==> config.mk <==
export PLATFORM = sky130hd
export DESIGN_NAME = orientation_hold_classifier
export DESIGN_NICKNAME = d
export VERILOG_FILES = /design/src/sv/ohc_pkg.sv /design/src/sv/ohc_classify.sv /design/src/sv/orientation_hold_classifier.sv
export SDC_FILE = /design/constraint.sdc
export NUM_CORES = 1
export LEC_CHECK = 0
export ABC_AREA = 1
export BUFFER_PORTS_ARGS = -buffer_cell sky130_fd_sc_hd__buf_2
export CAP_MARGIN = 20
export CORE_UTILIZATION = 54
export CTS_CLUSTER_SIZE = 20
export DETAILED_ROUTE_END_ITERATION = 6
export MAX_ROUTING_LAYER = met4
export PLACE_DENSITY = 0.79
export SLEW_MARGIN = 20
export SYNTH_ARGS = -nofsm -noshare
export SYNTH_HDL_FRONTEND = slang
export SYNTH_HIERARCHICAL = 1
export SYNTH_SLANG_ARGS = --single-unit
==> constraint.sdc <==
create_clock -name clk_i -period 3.6 [get_ports clk_i]
set_input_delay 0.72 -clock clk_i [delete_from_list [all_inputs] [get_ports clk_i]]
set_output_delay 0.72 -clock clk_i [all_outputs]
set_load 0.1 [all_outputs]
==> src/sv/ohc_pkg.sv <==
// ----------------------------------------------------------------------------
// ohc_pkg: shared types and constants of the orientation hold classifier
// Item structs, class codes, register indexes and register reset values.
// ----------------------------------------------------------------------------
package ohc_pkg;

  // Orientation class codes
  typedef enum logic [1:0] {
    CLS_UNKNOWN  = 2'd0,
    CLS_UPRIGHT  = 2'd1,
    CLS_SIDEWAYS = 2'd2
  } class_e;

  // Configuration register indexes
  typedef enum logic [1:0] {
    REG_MAJOR_THRESHOLD = 2'd0,
    REG_MINOR_TOLERANCE = 2'd1,
    REG_HOLD_TICKS      = 2'd2
  } reg_idx_e;

  localparam int unsigned CfgDataW = 32;

  localparam logic [15:0] MajorThresholdRst = 16'd711;  // 9.80665 - 2.7 m/s^2
  localparam logic [15:0] MinorToleranceRst = 16'd270;  // 2.7 m/s^2
  localparam logic [31:0] HoldTicksRst      = 32'd1000;

  typedef struct packed {
    logic signed [15:0] accel_x;
    logic signed [15:0] accel_y;
    logic signed [15:0] accel_z;
    logic        [31:0] now_tick;
  } in_item_t;

  typedef struct packed {
    class_e raw_class;
    class_e stable_class;
    class_e previous_stable_class;
  } out_item_t;

endpackage

==> src/sv/ohc_classify.sv <==
// ----------------------------------------------------------------------------
// ohc_classify: raw orientation class of one sample
// Compares axis magnitudes against the major threshold and minor tolerance.
// ----------------------------------------------------------------------------
module ohc_classify (
  input  logic signed [15:0] accel_x_i,
  input  logic signed [15:0] accel_y_i,
  input  logic signed [15:0] accel_z_i,
  input  logic        [15:0] major_threshold_i,
  input  logic        [15:0] minor_tolerance_i,
  output ohc_pkg::class_e    raw_class_o
);

  logic [16:0] mag_x, mag_y, mag_z;
  logic [16:0] major_ext, minor_ext;
  logic        x_minor, y_minor, z_minor, x_major, y_major;

  // Exact magnitude: 17 bits so that -32768 maps to 32768
  assign mag_x = accel_x_i[15] ? (17'd0 - {accel_x_i[15], accel_x_i}) : {1'b0, accel_x_i};
  assign mag_y = accel_y_i[15] ? (17'd0 - {accel_y_i[15], accel_y_i}) : {1'b0, accel_y_i};
  assign mag_z = accel_z_i[15] ? (17'd0 - {accel_z_i[15], accel_z_i}) : {1'b0, accel_z_i};

  assign major_ext = {1'b0, major_threshold_i};
  assign minor_ext = {1'b0, minor_tolerance_i};

  assign x_major = mag_x > major_ext;
  assign y_major = mag_y > major_ext;
  assign x_minor = mag_x <= minor_ext;
  assign y_minor = mag_y <= minor_ext;
  assign z_minor = mag_z <= minor_ext;

  // Upright takes priority over sideways
  always_comb begin
    if (y_major && x_minor && z_minor) begin
      raw_class_o = ohc_pkg::CLS_UPRIGHT;
    end else if (x_major && y_minor && z_minor) begin
      raw_class_o = ohc_pkg::CLS_SIDEWAYS;
    end else begin
      raw_class_o = ohc_pkg::CLS_UNKNOWN;
    end
  end

endmodule

==> src/sv/orientation_hold_classifier.sv <==
// ----------------------------------------------------------------------------
// orientation_hold_classifier: accelerometer orientation with hold debounce
// Classifies each sample as upright, sideways or unknown and debounces the
// class against a tick-based hold time.
// ----------------------------------------------------------------------------
//
//   channel  | direction | handshake             | payload
//   ---------+-----------+-----------------------+---------------------------
//   input    | in        | in_valid_i/in_stall_o | in_item_i  (ohc_pkg::in_item_t)
//   output   | out       | out_valid_o/out_stall_i | out_item_o (ohc_pkg::out_item_t)
//   config   | in        | cfg_we_i              | cfg_idx_i, cfg_data_i
//
// One item per cycle sustained while the output is not stalled. An item is
// held in the input register; classification, the hold compare (one 32-bit
// subtract and compare) and the state update then fill the result register,
// from which the result is taken once the output is not stalled.
// Reset clears control state and the debounce state to unknown, and loads
// the register reset values. A stall on the output holds the result register;
// the input register keeps accepting until it too holds an item.
// ----------------------------------------------------------------------------
module orientation_hold_classifier (
  input  logic                    clk_i,
  input  logic                    rst_ni,
  // sample input
  input  logic                    in_valid_i,
  output logic                    in_stall_o,
  input  ohc_pkg::in_item_t       in_item_i,
  // result output
  output logic                    out_valid_o,
  input  logic                    out_stall_i,
  output ohc_pkg::out_item_t      out_item_o,
  // configuration writes
  input  logic                    cfg_we_i,
  input  logic [1:0]              cfg_idx_i,
  input  logic [ohc_pkg::CfgDataW-1:0] cfg_data_i
);

  // Configuration registers
  logic [15:0] major_threshold_q;
  logic [15:0] minor_tolerance_q;
  logic [31:0] hold_ticks_q;

  always_ff @(posedge clk_i or negedge rst_ni) begin
    if (!rst_ni) begin
      major_threshold_q <= ohc_pkg::MajorThresholdRst;
      minor_tolerance_q <= ohc_pkg::MinorToleranceRst;
      hold_ticks_q      <= ohc_pkg::HoldTicksRst;
    end else if (cfg_we_i) begin
      unique case (cfg_idx_i)
        ohc_pkg::REG_MAJOR_THRESHOLD: major_threshold_q <= cfg_data_i[15:0];
        ohc_pkg::REG_MINOR_TOLERANCE: minor_tolerance_q <= cfg_data_i[15:0];
        ohc_pkg::REG_HOLD_TICKS:      hold_ticks_q      <= cfg_data_i[31:0];
        default: ;  // unmapped index: drop the write
      endcase
    end
  end

  // Input register stage
  logic              in_valid_q;
  ohc_pkg::in_item_t in_item_q;
  logic              advance;
  logic              in_accept;

  // Move the held item into the result register when it is free or draining
  assign advance    = in_valid_q && (!out_valid_o || !out_stall_i);
  assign in_stall_o = in_valid_q && !advance;
  assign in_accept  = in_valid_i && !in_stall_o;

  always_ff @(posedge clk_i or negedge rst_ni) begin
    if (!rst_ni) begin
      in_valid_q <= 1'b0;
    end else if (in_accept) begin
      in_valid_q <= 1'b1;
    end else if (advance) begin
      in_valid_q <= 1'b0;
    end
  end

  always_ff @(posedge clk_i) begin
    if (in_accept) begin
      in_item_q <= in_item_i;
    end
  end

  // Classification of the held sample
  ohc_pkg::class_e raw_class;

  ohc_classify u_classify (
    .accel_x_i         (in_item_q.accel_x),
    .accel_y_i         (in_item_q.accel_y),
    .accel_z_i         (in_item_q.accel_z),
    .major_threshold_i (major_threshold_q),
    .minor_tolerance_i (minor_tolerance_q),
    .raw_class_o       (raw_class)
  );

  // Debounce state
  ohc_pkg::class_e last_raw_q, last_raw_d;
  logic [31:0]     hold_start_q, hold_start_d;
  ohc_pkg::class_e stable_now_q, stable_now_d;
  ohc_pkg::class_e stable_before_q, stable_before_d;
  logic [31:0]     elapsed;

  // Wrapping elapsed time since the raw class last changed
  assign elapsed = in_item_q.now_tick - hold_start_q;

  always_comb begin
    last_raw_d      = last_raw_q;
    hold_start_d    = hold_start_q;
    stable_now_d    = stable_now_q;
    stable_before_d = stable_before_q;
    if (raw_class != last_raw_q) begin
      // new raw class: restart the hold timer
      last_raw_d   = raw_class;
      hold_start_d = in_item_q.now_tick;
    end else if (raw_class != ohc_pkg::CLS_UNKNOWN) begin
      // class held long enough: promote it, repeating on every later match
      if (elapsed >= hold_ticks_q) begin
        stable_before_d = stable_now_q;
        stable_now_d    = raw_class;
      end
    end
  end

  always_ff @(posedge clk_i or negedge rst_ni) begin
    if (!rst_ni) begin
      last_raw_q      <= ohc_pkg::CLS_UNKNOWN;
      hold_start_q    <= 32'd0;
      stable_now_q    <= ohc_pkg::CLS_UNKNOWN;
      stable_before_q <= ohc_pkg::CLS_UNKNOWN;
    end else if (advance) begin
      last_raw_q      <= last_raw_d;
      hold_start_q    <= hold_start_d;
      stable_now_q    <= stable_now_d;
      stable_before_q <= stable_before_d;
    end
  end

  // Result register
  logic               out_valid_q;
  ohc_pkg::out_item_t out_item_q;

  always_ff @(posedge clk_i or negedge rst_ni) begin
    if (!rst_ni) begin
      out_valid_q <= 1'b0;
    end else if (advance) begin
      out_valid_q <= 1'b1;
    end else if (!out_stall_i) begin
      out_valid_q <= 1'b0;
    end
  end

  always_ff @(posedge clk_i) begin
    if (advance) begin
      out_item_q.raw_class             <= raw_class;
      out_item_q.stable_class          <= stable_now_d;
      out_item_q.previous_stable_class <= stable_before_d;
    end
  end

  assign out_valid_o = out_valid_q;
  assign out_item_o  = out_item_q;

endmodule

After elaboration in Yosys (flattened, before gate mapping)
Cells that the tools add are included.
- register bits after elaboration: 190
- bits of input ports: 119
- logic and storage cells: 64
- magnitude comparators: 6
- reductions and logical operators: 19
- muxes and demuxes: 15
- equality and inequality tests: 4
- add/sub/neg operators: 4
- operators by type and width (kind ; number):
    $le 17x16->1 ; 3
    $mux 17 ; 3
    $sub 1x16->17 const A ; 3
    $gt 17x16->1 ; 2
    $ge 32x32->1 ; 1
    $sub 32x32->32 ; 1
    $mux 2 ; 8
    $reduce_and 2->1 ; 4
    $logic_and 1x1->1 ; 7
    $logic_not 1->1 ; 4
    $mux 1 ; 4
    $reduce_bool 2->1 ; 2
    $eq 2x1->1 const B ; 1
    $eq 2x2->1 const B ; 1
    $logic_not 2->1 ; 1
    $ne 2x1->1 const B ; 1
    $ne 2x2->1 ; 1
    $logic_or 1x1->1 ; 1

Logic depth before layout (Yosys ltp)
- word-level depth: 10
- gate-level depth with buffers: 31

Hierarchy
The synthesis kept the hierarchy.
- modules (own cells, without submodules) (module ; area each (um^2) ; instances ; cells each):
    orientation_hold_classifier ; 9230.1 ; 1 ; 945
    ohc_classify ; 3130.5 ; 1 ; 524

Worst setup path before layout
OpenSTA, ideal clock, no wires.
- path kind: flip-flop to flip-flop
- start: register out_valid_q (netlist: out_valid_o)
- end: register in_item_q[0] in the netlist's numbering (enable)
- clock period less this slack: 4.193 ns
- data required time: 2.989 ns
- path slack: -0.593 ns
- path buffers: 0
- cell stages (with the launch flop): 6
- arrival: 3.582 ns
- cells stage by stage: dfrtp_1 -> nand2_1 -> nor2_1 -> inv_1 -> nand2_1 -> inv_1
- longest elaborated chain between the ends: 7
- RTL lines (element ; RTL line ; text):
    start, declared ; orientation_hold_classifier.sv:140 ; logic out_valid_q;
    start signal, assigned ; orientation_hold_classifier.sv:145 ; out_valid_q <= 1'b0;
    start signal, assigned ; orientation_hold_classifier.sv:147 ; out_valid_q <= 1'b1;
    start signal, assigned ; orientation_hold_classifier.sv:149 ; out_valid_q <= 1'b0;
    $logic_not 1->1 ; orientation_hold_classifier.sv:65 ; assign advance = in_valid_q && (!out_valid_o || !out_stall_i);
    $logic_or 1x1->1 ; orientation_hold_classifier.sv:65 ;
    $logic_and 1x1->1 ; orientation_hold_classifier.sv:65 ;
    $logic_not 1->1 ; orientation_hold_classifier.sv:66 ; assign in_stall_o = in_valid_q && !advance;
    $logic_and 1x1->1 ; orientation_hold_classifier.sv:66 ;
    named net in_stall_o ; orientation_hold_classifier.sv:26 ; output logic in_stall_o,
    $logic_not 1->1 ; orientation_hold_classifier.sv:67 ; assign in_accept = in_valid_i && !in_stall_o;
    $logic_and 1x1->1 ; orientation_hold_classifier.sv:67 ;
    named net in_accept ; orientation_hold_classifier.sv:62 ; logic in_accept;
    end signal, assigned ; orientation_hold_classifier.sv:81 ; in_item_q <= in_item_i;
    end, declared ; orientation_hold_classifier.sv:60 ; ohc_pkg::in_item_t in_item_q;
The timed path passes the listed nets, and every way through them passes these cells.
A chain may end at the register's enable or synchronous reset.

Final worst setup path
- start: register in_item_q[48] in the netlist's numbering
- end: register hold_start_q[22]
- RTL lines (element ; RTL line ; text):
    $sub 1x16->17 ; ohc_classify.sv:20 ; assign mag_y = accel_y_i[15] ? (17'd0 - {accel_y_i[15], accel_y_i}) : {1'b0, accel_y_i};
    $mux 17 (*) ; ohc_classify.sv:20 ;
    $gt 17x16->1 (*) ; ohc_classify.sv:27 ; assign y_major = mag_y > major_ext;
    $logic_and 1x1->1 (*) (2 in a row) ; ohc_classify.sv:34 ; if (y_major && x_minor && z_minor) begin
    $mux 2 (*) ; ohc_classify.sv:34 ;
    named net raw_class[0] ; orientation_hold_classifier.sv:86 ; ohc_pkg::class_e raw_class;
    $ne 2x2->1 (*) ; orientation_hold_classifier.sv:112 ; if (raw_class != last_raw_q) begin
    $reduce_and 2->1 (no source line) (*) ; - ;
    end signal, assigned ; orientation_hold_classifier.sv:133 ; hold_start_q <= hold_start_d;
    end, declared ; orientation_hold_classifier.sv:99 ; logic [31:0] hold_start_q, hold_start_d;
Mark *: on every way through the listed nets, which the timed path passes. The rest lies on a longest branch.

==> impl_metrics.env <==
export IMPL_die_area_sq_um=23500
export IMPL_peakVddDrop_v=0.000393
export IMPL_syn_to_final_growth_pct=18.8
export IMPL_layout_drive_gt1_share_pct=22.0
export IMPL_drc_errors=0
export IMPL_fin_crit_sh_pct=105
export IMPL_path_clk_slew_ns=0.07
export IMPL_synth_seq_area_share_pct=42.1
export IMPL_synthesis_area_sq_um=12400
export IMPL_synth_edf_count=86
export IMPL_skew_ns=0.0142
export IMPL_cts_root_buf="clkbuf_16"
export IMPL_utilization_pct=66.2
export IMPL_wl_met2_um=15200
export IMPL_top_layer="met4"
export IMPL_cts_buffer_depth=2
export IMPL_grt_pass1_wl_um=47200
export IMPL_nNetsFinal=1901
export IMPL_start_util_pct=55.8
export IMPL_dieWidth_um=153
export IMPL_final_common_cell="nand2_1"
export IMPL_r2r_setup_slack_ns=-0.17
export IMPL_relSlewSlack_pct=61.0
export IMPL_fp_dieH_um=153
export IMPL_antenna_left=0
export IMPL_start_kind="register"
export IMPL_syn_nets=1735
export IMPL_mostFrequentLayoutCells="304 x nand2_1, 230 x inv_1, 137 x ha_1"
export IMPL_max_slew_worst_pin_slew_ns=0.585
export IMPL_seq_area_sq_um=5200
export IMPL_finalHoldViolations=0
export IMPL_arrival_ns=4.09
export IMPL_yosys_warnings=6
export IMPL_portBuffers=126
export IMPL_crit_type="reg2reg"
export IMPL_synth_cells=1469
export IMPL_drt_vias_per_instance=5.39
export IMPL_gp_congestion=0.924
export IMPL_diodes=0
export IMPL_cp_startpoint="in_item_q[48]$_DFFE_PP_"
export IMPL_rsz0062_at_grt="true"
export IMPL_grt_pass1_vias=10400
export IMPL_drt_iter0_drc=527
export IMPL_slowest_delay_ns=0.38
export IMPL_setup_viol=34
export IMPL_fmaxAchievable_ghz=0.265
export IMPL_ios=127
export IMPL_clk_latency_ns=0.44
export IMPL_htree_levels=4
export IMPL_crit_required_ns=3.92
export IMPL_antenna_found_initial=0
export IMPL_leakage_nw=7.41
export IMPL_yosysUniqueCellTypes=50
export IMPL_worst_path_most_repeated_cell="nand2_2"
export IMPL_avgSynthCellArea_sq_um=8.41
export IMPL_endpoint_kind="register"
export IMPL_period_minus_slack_ns=3.77
export IMPL_ff2ff_path_depth=27
export IMPL_holdCritPathClass="in2async"
export IMPL_drv_cap=0
export IMPL_place_hpwl_um=22300
export IMPL_num_rows=54
export IMPL_synthArstFlopShare_pct=54.7
export IMPL_layout_setup_ws_ns=-0.168
export IMPL_worstReg2RegEnd="hold_start_q[22]$_DFFE_PN0P_"
export IMPL_r2r_start="in_item_q[48]$_DFFE_PP_"
export IMPL_wl_um=29600
export IMPL_p_total_mw=9.58
export IMPL_core_area_sq_um=22200
export IMPL_grt_overflow=0
export IMPL_wire_per_inst_um=15.4
export IMPL_route_met3_wl_um=1070
export IMPL_violations="setup timing"
export IMPL_multi_input_area_sq_um=6600
export IMPL_via_count=10400
export IMPL_slowest_stage="edfxtp_1"
export IMPL_grt_max_degree=105
export IMPL_met1_length_um=12300
export IMPL_fillerInstances=1816
export IMPL_ys_seq_elements=190
export IMPL_cts_buffers=17
export IMPL_synth_flop_cell="dfrtp_1"
export IMPL_power_density_nw_per_um2=652
export IMPL_status="finished with violations"
export IMPL_grt_usage_pct=26.0
export IMPL_cts_hold_buf=0
export IMPL_cts_tree="built"
export IMPL_dr_pass1_iters=5
export IMPL_cp_max_fo=10
export IMPL_cts_sinks=190
export IMPL_finalMaxSlewViolations=0
-- what timing repair did --
| action | CTS | global route |
|---|---|---|
| gates resized for setup | 20 | 94 |
| pin swaps | 9 | 45 |
| endpoints found under the hold margin | 0 | 0 |
| setup buffers | 4 | 10 |
| gates cloned | 0 | 1 |
| endpoints found under the setup margin | 28 | 40 |
-- power by group --
part           internal (mW)  leakage (nW)  total [mW]  switching [mW]
clock network          0.979         0.280        1.87           0.890
logic                   1.83          5.12        4.81            2.98
registers               2.71          2.02        2.90           0.187
total                   5.53          7.41        9.58            4.05
-- per-layer routing --
| layer | global-route usage [%] | vias up |
|---|---|---|
| met1 | 29.1 | 4918 |
| met4 | 10.4 | 0 |
| li1 | - | 5107 |
| met2 | 46.9 | 279 |
| met3 | 3.43 | 78 |
| met5 | - | - |
-- kinds of logic after synthesis --
logic type | synth area share (%)
adder cells (fa/ha/maj) | 14.9
XOR/XNOR | 4.39
buffers and inverters | 8.10
flip-flops | 42.1
multiplexers | 0.0911
AND/OR/NAND/NOR | 19.2
AO/OA/AOI/OAI | 11.2
-- cell usage after synthesis (14+ instances only) --
cell type | n | area share (%)
inv_1 | 240 | 7.3
nand2_1 | 320 | 9.7
dfrtp_1 | 88 | 18
nand4_1 | 14 | 0.71
edfxtp_1 | 86 | 21
a21oi_1 | 120 | 4.9
o21ai_0 | 74 | 3.0
nor2_1 | 140 | 4.3
nand3_1 | 33 | 1.3
ha_1 | 146 | 15
dfstp_2 | 16 | 3.4
xor2_1 | 50 | 3.5
-- area by class of cell --
| cell class | instances | share of cell area (%) |
|---|---|---|
| Clock buffer | 17 | 2.90 |
| Tap cell | 280 | 2.39 |
| Timing Repair Buffer | 168 | 6.96 |
| Multi-Input combinational cell | 1015 | 45.0 |
| Sequential cell | 190 | 35.5 |
| Inverter | 243 | 6.24 |
| Clock inverter | 14 | 1.10 |
-- state kept, by name, summed over array words and instances (netlist names), 2 cells and up --
name               count
last_raw_q             2
in_item_q             80
hold_start_q          32
out_item_o             6
stable_now_q           2
minor_tolerance_q     16
stable_before_q        2
hold_ticks_q          32
major_threshold_q     16
-- per-stage QoR --
step / std cells / cell area (sq um) / hold slack (ns) / TNS [ns] / worst slack, ns
final: 1927 / 14700 / 0.330 / -4.48 / -0.168
after global routing: 1927 / 14700 / 0.375 / -11.65 / -0.342
after CTS: 1918 / 14200 / 0.358 / -1.12 / -0.0592
after detailed placement: 1883 / 13500 / 0.479 / -3.90 / -0.221
after global placement: 1883 / 13500 / 0.463 / 0 / 0.0128
after floorplan: 1469 / 12400 / 0.424 / 0 / 0.0787
-- how the worst max path moves through the flow --
| stage | to | slack, ns | depth (start not counted) |
|---|---|---|---|
| after floorplan | in_item_q[0]$_DFFE_PP_ | 0.08 | 5 |
| after global placement | hold_start_q[1]$_DFFE_PN0P_ | 0.01 | 29 |
| after detailed placement | hold_start_q[9]$_DFFE_PN0P_ | -0.22 | 27 |
| after CTS | hold_start_q[9]$_DFFE_PN0P_ | -0.06 | 27 |
| after global routing | hold_start_q[14]$_DFFE_PN0P_ | -0.34 | 27 |
| final | hold_start_q[22]$_DFFE_PN0P_ | -0.17 | 27 |
-- worst max-delay path, delay by kind of cell, from the launching register on --
family                   cells  cell delay (ns)
buffers and inverters        5             0.59
AND/OR/NAND/NOR             18             2.00
AO/OA/AOI/OAI                3             0.37
adder cells (fa/ha/maj)      1             0.31
flip-flops                   1             0.38
(Power assumes the default switching activity.)
